## config.mk

```make
export PLATFORM = sky130hd
export DESIGN_NAME = rtdt_isqrt
export DESIGN_NICKNAME = d
export VERILOG_FILES = /design/src/rtdt_pkg.sv /design/src/rtdt_isqrt.sv
export SDC_FILE = /design/constraint.sdc
export NUM_CORES = 1
export LEC_CHECK = 0
export BUFFER_PORTS_ARGS = -buffer_cell sky130_fd_sc_hd__buf_2
export CORE_UTILIZATION = 56
export CTS_CLUSTER_DIAMETER = 30
export DETAILED_ROUTE_END_ITERATION = 7
export HOLD_SLACK_MARGIN = 0.15
export MAX_ROUTING_LAYER = met4
export PLACE_DENSITY_LB_ADDON = 0.08
export REMOVE_ABC_BUFFERS = 1
export SLEW_MARGIN = 30
export SYNTH_ARGS = -nofsm -noshare
export SYNTH_HDL_FRONTEND = slang
export SYNTH_SLANG_ARGS = --single-unit
```

## constraint.sdc

```tcl
create_clock -name clk -period 25.4 [get_ports clk]
set_clock_uncertainty 0.15 [all_clocks]
set_input_delay 3.81 -clock clk [delete_from_list [all_inputs] [get_ports clk]]
set_output_delay 3.81 -clock clk [all_outputs]
set_load 0.01 [all_outputs]
```

## src/rtdt_pkg.sv

```systemverilog
// rtdt_pkg: constants, types and arithmetic helpers for the PT100 resistance to
// temperature converter. Used by rtdt_isqrt, rtdt_poly and the top level.
package rtdt_pkg;

    localparam int RES_W           = 24;
    localparam int TEMP_W          = 24;
    localparam int RES_FRAC_BITS_D = 14;

    // Callendar-Van Dusen quadratic, Q12 / Q20
    localparam logic [23:0] A_Q12 = 24'd13860084;
    localparam logic [34:0] K_Q20 = 35'd18157160173;
    localparam logic [47:0] A2_Q24 = 48'(64'(A_Q12) * 64'(A_Q12));

    // Square root pipeline geometry
    localparam int RAD_W        = 48;
    localparam int ROOT_W       = 24;
    localparam int REM_W        = ROOT_W + 3;
    localparam int SQ_PER_STAGE = 3;
    localparam int SQ_STAGES    = ROOT_W / SQ_PER_STAGE;

    // Fallback polynomial, Horner form, Q16 r
    localparam int S_W    = 40;
    localparam int RQ_W   = 27;
    localparam int PROD_W = S_W + RQ_W + 1;
    localparam logic [RQ_W-1:0] R_CLAMP_Q16 = RQ_W'(1024 << 16);
    localparam logic signed [S_W-1:0] POLY_C5 = 40'sd11247348780;
    localparam logic signed [S_W-1:0] POLY_C4 = -40'sd2030799170;
    localparam logic signed [S_W-1:0] POLY_C3 = -40'sd339599558;
    localparam logic signed [S_W-1:0] POLY_C2 = 40'sd177701695;
    localparam logic signed [S_W-1:0] POLY_C1 = 40'sd149169583;
    localparam logic signed [S_W-1:0] POLY_C0 = -40'sd15861023;
    localparam int POLY_LAT = 8;

    localparam logic signed [S_W-1:0] T_MAX = 40'sd8388607;
    localparam logic signed [S_W-1:0] T_MIN = -40'sd8388608;

    typedef struct packed {
        logic [REM_W-1:0]  rem;
        logic [ROOT_W-1:0] root;
        logic [RAD_W-1:0]  x;
    } sq_state_t;

    // One digit of the restoring square root
    function automatic sq_state_t sq_step(input sq_state_t st);
        sq_state_t        o;
        logic [REM_W-1:0] trial;
        o.rem = {st.rem[REM_W-3:0], st.x[RAD_W-1 -: 2]};
        o.x = {st.x[RAD_W-3:0], 2'b00};
        trial = {1'b0, st.root, 2'b01};
        if (o.rem >= trial)
        begin
            o.rem = o.rem - trial;
            o.root = {st.root[ROOT_W-2:0], 1'b1};
        end
        else
        begin
            o.root = {st.root[ROOT_W-2:0], 1'b0};
        end
        return o;
    endfunction

    // Shift right with rounding half away from zero
    function automatic logic signed [PROD_W-1:0] rnd_shift(
        input logic signed [PROD_W-1:0] v, input int sh);
        logic [PROD_W-1:0] mag;
        mag = v[PROD_W-1] ? PROD_W'(-v) : PROD_W'(v);
        mag = (mag + (PROD_W'(1) << (sh - 1))) >> sh;
        return v[PROD_W-1] ? -$signed(mag) : $signed(mag);
    endfunction

endpackage

```

## src/rtdt_isqrt.sv

```systemverilog
// rtdt_isqrt: pipelined floor square root, 48-bit radicand to 24-bit root,
// three digits per stage. Depends on rtdt_pkg.
module rtdt_isqrt (
    input  logic                      clk,
    input  logic                      rst_n,
    input  logic                      in_valid,
    input  logic [rtdt_pkg::RAD_W-1:0] radicand,
    output logic                      out_valid,
    output logic [rtdt_pkg::ROOT_W-1:0] root
);
    import rtdt_pkg::*;

    sq_state_t st_reg [SQ_STAGES];
    sq_state_t st_next[SQ_STAGES];
    logic      v_reg  [SQ_STAGES];

    // digit stages
    always_comb
    begin
        sq_state_t t;
        for (int s = 0; s < SQ_STAGES; s++)
        begin
            if (s == 0)
            begin
                t.rem = '0;
                t.root = '0;
                t.x = radicand;
            end
            else
            begin
                t = st_reg[s-1];
            end
            for (int k = 0; k < SQ_PER_STAGE; k++)
                t = sq_step(t);
            st_next[s] = t;
        end
    end

    always_ff @(posedge clk)
    begin
        for (int s = 0; s < SQ_STAGES; s++)
            st_reg[s] <= st_next[s];
    end

    // valid chain
    always_ff @(posedge clk or negedge rst_n)
    begin
        if (!rst_n)
        begin
            for (int s = 0; s < SQ_STAGES; s++)
                v_reg[s] <= 1'b0;
        end
        else
        begin
            v_reg[0] <= in_valid;
            for (int s = 1; s < SQ_STAGES; s++)
                v_reg[s] <= v_reg[s-1];
        end
    end

    assign root      = st_reg[SQ_STAGES-1].root;
    assign out_valid = v_reg[SQ_STAGES-1];

endmodule

```

# == Word level (Yosys, flattened, before mapping) ==
# Memory sizes are Yosys's and may differ from the RTL's.
# Index checks and enable logic that the tools add are counted.
# classes
addsub,24
order_cmp,24
n_mux,48
# op_table
cell,n
greater-or-equal comparator 27 x 26 -> 1 bit,21
two-way mux 25 bit,16
subtractor 25 bit,14
two-way mux 27 bit,8
subtractor 27 x 26 -> 27 bit,7
greater-or-equal comparator 27 x 3 -> 1 bit,1
greater-or-equal comparator 27 x 4 -> 1 bit,1
subtractor 27 x 4 -> 27 bit,1
subtractor 25 x 3 -> 25 bit,1
two-way mux 1 bit,24
subtractor 2 x 1 -> 3 bit (second input constant),1
greater-or-equal comparator 2 x 1 -> 1 bit (second input constant),1
# totals
reg_bits,8
mem_bits_rw,744
wordCells,105
mem_count,1
# mem_list
memory,words,word_bits,rd,rd_clocked_by_memory_dff,write_ports,line_no,source
st_reg,8,93,8,0,8,rtdt_isqrt.sv:13,sq_state_t st_reg [SQ_STAGES];

# == Depth between registers and ports, before layout ==
# Gate-level depths: netlist (run 1).
# An unclocked memory read counts as a cell.
# depth
ltp_word,7
mapped_depth,42
mapped_depth_nobuf,39

# == Worst setup path after synthesis (run 1) ==
# No wires, ideal clock.
# synth_timing
kind,reg-to-reg
from,memory st_reg[1][152] in the netlist's numbering
to,memory st_reg[1][270] in the netlist's numbering
arrival_time_ps,8952
required_ps,25118
path_slack_ps,16166
path_stages_with_launch,40
n_path_buf,7
period_less_slack_ps,9234
cell_sequence,dfxtp_1 inv_1 ha_1 clkbuf_1 nand4_1 nor3_1 a21oi_1 nand3_1 a211o_1 nand2_1 buf_1 mux2_2 ha_1 a211o_1 a21oi_1 nor2_1 o31a_1 or4_1 [... 4 more ...] clkbuf_1 buf_1 buf_1 nor2_1 a21oi_1 ha_1 and2_1 nand3_1 a211oi_1 a211oi_1 nand3_1 o21ai_0 a31oi_1 nor3_1 nor2b_1 buf_2 buf_1 o21ai_0
# synth_rtl
item,line_no
from (decl),rtdt_isqrt.sv:13

==> results of run 1 <==
-- cell type report --
class / instances / share of cell area [%]
inverters: 248 / 2.49
clock buffers: 111 / 6.52
well taps: 773 / 2.58
clock inverters: 54 / 1.76
multi-input cells: 3331 / 60.7
repair buffers: 90 / 1.30
flip-flops and latches: 459 / 24.6
-- how the worst max path moves through the flow --
stage	slack, ns	to	startpoint
after floorplan	15.11	st_reg[1][267]	st_reg[1][152]
after detailed placement	15.17	st_reg[1][267]	st_reg[1][135]
after CTS	15.13	st_reg[1][267]	st_reg[1][135]
after global placement	15.37	st_reg[1][269]	st_reg[1][135]
final	14.92	st_reg[1][267]	st_reg[1][135]
after global routing	14.16	st_reg[1][267]	st_reg[1][135]
-- power breakdown --
part / internal, mW / leakage, nW / switching [mW] / total (mW)
clock network: 0.762 / 1.50 / 0.419 / 1.18
registers: 0.849 / 3.87 / 0.119 / 0.969
logic: 0.632 / 11.9 / 0.937 / 1.57
total: 2.24 / 17.3 / 1.48 / 3.72
-- placed cells by master, fill, tap and decap left out, types with 43 or more instances in the layout --
| cell type | Yosys | routed |
|---|---|---|
| nand2b_1 | 43 | 43 |
| o21a_1 | 56 | 56 |
| inv_1 | 239 | 239 |
| mux2_2 | 57 | 57 |
| clkbuf_16 | 0 | 92 |
| ha_1 | 323 | 323 |
| a21o_1 | 135 | 135 |
| dfxtp_1 | 451 | 451 |
| nand3_1 | 111 | 111 |
| xor2_1 | 130 | 130 |
| xnor2_1 | 267 | 267 |
| nor2_1 | 405 | 405 |
| nand4_1 | 75 | 75 |
| a21oi_1 | 372 | 372 |
| buf_2 | 15 | 75 |
| o21ai_0 | 206 | 206 |
| nand2_1 | 309 | 308 |
| nor3_1 | 105 | 105 |
-- critical path: cells and delay by family, from the launching register on --
kind,cells,cell delay (ns)
simple gates,10,3.17
mux,1,0.29
xor+xnor,1,0.21
buf+inv,4,0.99
flops,1,0.32
compound gates,15,4.15
fa+ha+maj,3,1.07
-- metal layers --
layer / vias up / track usage (%)
met3: 146 / 3.69
met5: - / -
li1: 15200 / -
met2: 930 / 47.8
met1: 14000 / 42.3
met4: 0 / 9.80
-- cell usage after synthesis, drive strengths merged (67+ instances only) --
cell type,count
nand3,111
nand2,309
a21o,135
dfxtp,451
mux2,67
clkbuf,71
a21oi,372
ha,323
inv,246
o21ai,222
nor3,109
nand4,76
xnor2,267
xor2,131
nor2,406
-- cell families after synthesis --
logic type	Yosys count	synth area share (%)
other	1	0.0112
buffers and inverters	378	4.64
adders and majority gates	323	12.1
xor gates and xnor gates	398	10.4
and+or+nand+nor	1387	20.9
muxes	84	2.76
DFF	459	27.5
AOI/OAI and AO/OA	1136	21.7
==> reports/qor.yml, run 1 <==
dieArea_mm2: 0.0609
ys_seq_elements: 459
tns_ns: 0
r2r-end: "st_reg[1][267]"
syn-cell-area_mm2: 0.0335
pin_count: 76
synth_warnings: 0
finalCritPeriodShare_pct: 41.3
clkSinkCount: 459
setup_viol: 0
synthArstFlopShare_pct: 1.74
grt_start_max_net_pins: 40
worst_pin_slew_ns: 0.914
wl_mm: 93.6
ff_latch_area_mm2: 0.00923
synth_top_area_share_pct: 26.9
worst_slack_ns: 14.92
failed_checks: "design-rule violations"
fp.dieW_um: 247
final_cells: 5066
worstHoldStart: "st_reg[0][217]"
hold_viol: 0
final_area_mm2: 0.0375
hold_end: "st_reg[0][316]"
cp_slowest_stage_delay_ns: 0.69
place_area_mm2: 0.0344
start_util_pct: 56.7
fp-row-count: 89
gp_congestion: 0.988
slew_headroom_pct: 38.6
synth_edf_count: 0
cts_hold_buf: 0
ant_nets: 0
dp_cells: 4901
overflow: 0
top_layer: "met4"
nFillCells: 5406
route.met3.wl_mm: 5.89
hold_slack_ns: 0.165
post-place-ws_ns: 15.17
crit_arrival_ns: 10.84
syn_avg_cell_area_um2: 8.05
grt_pass1_vias: 27800
synthCells: 4166
first_pass_iters: 8
largest_register_ffs: 451
hp-class: "flop to flop"
multi_input_area_mm2: 0.0228
htreeDepth: 3
place_hpwl_mm: 74.5
status: "finished with violations"
area_growth_syn_to_layout_pct: 11.8
cts_setup_buffers: 0
max_clock_freq_mhz: 95.4
clk_latency_ns: 0.64
clock_path_buffers: 3
cts_buffers: 89
wl_met2_mm: 41.2
vias_per_cell: 5.97
remaining_drc_errors: 4
antenna_found_initial: 0
vias: 30300
r2r_slack_ns: 14.92
cts_root_buf: "clkbuf_16"
drive_above_1_share_pct: 8.67
m1WireLength_mm: 44.1
rsz0062_at_grt: "false"
final_nets: 4593
maxCapViolCount: 0
gr-usage-all-layers_pct: 31.0
cp_max_fo: 39
r2r_cells: 34
drv_slew: 0
leakagePower_nw: 17.3
ir_drop_mv: 0.0661
grt_pass1_wl_mm: 147
min_period_ns: 10.48
core_area_mm2: 0.0591
cp_slowest_cell: "or4_1"
worstSetupPathType: "flop to flop"
cts_tree: "yes"
crit_required_ns: 25.76
synthTopCellsByArea: "dfxtp_1 (27%), ha_1 (12%), xnor2_1 (7.0%), a21oi_1 (5.6%), nor2_1 (4.5%)"
yosysUniqueCellTypes: 109
path_clk_slew_ns: 0.05
drt_iter0_drc: 2310
die_h_um: 247
cellPowerDensity_mw_per_mm2: 99.2
power.total_mw: 3.72
wl_per_cell_um: 18.5
r2r-start: "st_reg[1][135]"
num_antenna_cells: 0
portBuffers: 75
synth_top_cell_by_area: "dfxtp_1"
crit_path_start_kind: "flop"
ys_seq_area_share_pct: 27.5
crit_path_end_kind: "flop"
synth_flop_cell: "dfxtp_1"
fin_util_pct: 63.4
worstHoldPathCells: 0
cts_resized: 0
Power figures use the tool's default switching activity.
==> run 2: changes to the inputs <==
clock period = 10.6 ns   (was 25.4 ns; I/O delays follow)
==> run 2 against run 1 <==
The run still ends with design-rule violations left. First-iteration DRC count rose by 1.3%. Clock-buffer cell count fell by 18. Design area hardly changed. Combinational power increased by 140%. Critical path type unchanged. Largest power group unchanged.
==> reports/qor.yml, run 2 (synthesized netlist as in run 1, its figures left out) <==
leakagePower_nw: 17.3
cts_resized: 0
core_area_mm2: 0.0591
antenna_found_initial: 3
pwr-share-seq_pct: 25.9
num_antenna_cells: 0
cts_root_buf: "clkbuf_16"
cp-startpoint: "st_reg[1][150]"
portBuffers: 75
r2r_cells: 35
multi_input_area_mm2: 0.0228
area_growth_syn_to_layout_pct: 11.9
hold_end: "st_reg[0][110]"
final_nets: 4596
cp_max_fo: 25
wl_per_cell_um: 18.6
tns_ns: 0
crit_path_start_kind: "flop"
path_clk_slew_ns: 0.06
worst_pin_slew_ns: 0.948
drv_slew: 0
cp_slowest_cell: "or4_1"
worstHoldPathCells: 0
min_period_ns: 9.92
fp-row-count: 89
switching_share_pct: 40.0
gp_congestion: 0.977
hold_viol: 0
clock_path_buffers: 3
vias: 30200
worstSetupPathType: "flop to flop"
cts_buffers: 86
cts_tree: "yes"
final_cell_mix: "dfxtp_1 (451), nor2_1 (405), a21oi_1 (371)"
grt_start_max_net_pins: 33
hp-class: "flop to flop"
cts_setup_buffers: 0
clk_latency_ns: 0.63
start_util_pct: 56.7
rsz0062_at_grt: "false"
r2r_slack_ns: 0.68
gr-usage-all-layers_pct: 31.3
largest_register_ffs: 451
cellPowerDensity_mw_per_mm2: 238
pin_count: 76
dieArea_mm2: 0.0609
crit_required_ns: 10.96
slew_headroom_pct: 36.1
nFillCells: 5414
place_hpwl_mm: 75.4
finalCritPeriodShare_pct: 93.5
ir_drop_mv: 0.172
crit_arrival_ns: 10.27
ant_nets: 0
worstHoldStart: "st_reg[0][11]"
die_h_um: 247
clkSinkCount: 459
cp_slowest_stage_delay_ns: 0.70
status: "finished with violations"
grt_pass1_wl_mm: 147
hold_slack_ns: 0.165
wl_mm: 94.1
fp.dieW_um: 247
cts_hold_buf: 0
drt_iter0_drc: 2341
ff_latch_area_mm2: 0.00923
p_clk_share_pct: 31.7
grt_pass1_vias: 27700
crit_path_end_kind: "flop"
failed_checks: "design-rule violations"
htreeDepth: 3
power_switching_mw: 3.57
r2r-end: "st_reg[1][257]"
drive_above_1_share_pct: 8.96
max_clock_freq_mhz: 101
power_frac_comb_pct: 42.4
layout_commonest_cell: "dfxtp_1"
maxCapViolCount: 0
first_pass_iters: 8
overflow: 0
r2r-start: "st_reg[1][150]"
vias_per_cell: 5.96
remaining_drc_errors: 3
p_int_mw: 5.35
setup_viol: 0
[run 2: changes by cell type in the layout (fill, tap and decap cells not counted), moves of 2 or more]
| cell | delta |
|---|---|
| buf_4 | +6 |
| bufinv_16 | +3 |
| clkbuf_16 | -5 |
| inv_6 | -2 |
| clkinv_2 | +2 |
| clkbuf_1 | -8 |
| clkbuf_8 | -5 |
| clkinvlp_4 | +4 |
| clkinv_4 | +2 |
| inv_8 | +4 |
[run 2: worst max-delay path by stage]
stage,to
global placement,st_reg[1][257]
detailed placement,st_reg[1][257]
finish,st_reg[1][257]
CTS,st_reg[1][257]
floorplan,st_reg[1][267]
global route,st_reg[1][257]
[run 2: area by class of cell]
class	count	area share, %
Clock inverter	68	2.29
Sequential cell	459	24.6
Timing Repair Buffer	96	1.42
Inverter	248	2.48
Tap cell	773	2.58
Multi-Input combinational cell	3331	60.7
Clock buffer	93	5.92
[run 2: worst max-delay path: cells and delay by family (launching register included)]
family	cells	cell delay, ns
buf+inv	4	0.94
mux	3	1.06
compound gates	12	3.06
simple gates	13	3.16
flops	1	0.34
fa+ha+maj	3	1.08
[run 2: per-layer routing]
layer	share of wire, %	vias up	track usage (%)	routed length, µm
li1	-	15200	-	-
met1	47	14000	42.2	44600
met2	43	885	47.4	40700
met3	6.0	186	4.94	5690
met4	3.3	0	10.5	3090
met5	0	-	-	0
[run 2: power groups by stage]
| stage | Sequential, mW | Combinational, mW | Clock (mW) |
|---|---|---|---|
| global placement | 2.33 | 3.69 | 0 |
| global route | 2.34 | 4.16 | 2.96 |
| detailed placement | 2.34 | 3.69 | 0 |
| floorplan | 2.23 | 2.86 | 0 |
| CTS | 2.30 | 3.72 | 2.88 |
| finish | 2.31 | 3.78 | 2.83 |
[run 2: metrics by stage]
stage	setup slack [ns]	power (mW)	util, %	instance area, µm²	std cells
CTS	0.491	8.91	63.4	37500	5068
detailed placement	0.567	6.03	58.2	34400	4907
global placement	0.796	6.02	58.2	34400	4907
global route	0.136	9.46	63.4	37500	5068
floorplan	0.312	5.09	-	32900	4038
finish	0.684	8.91	63.4	37500	5068
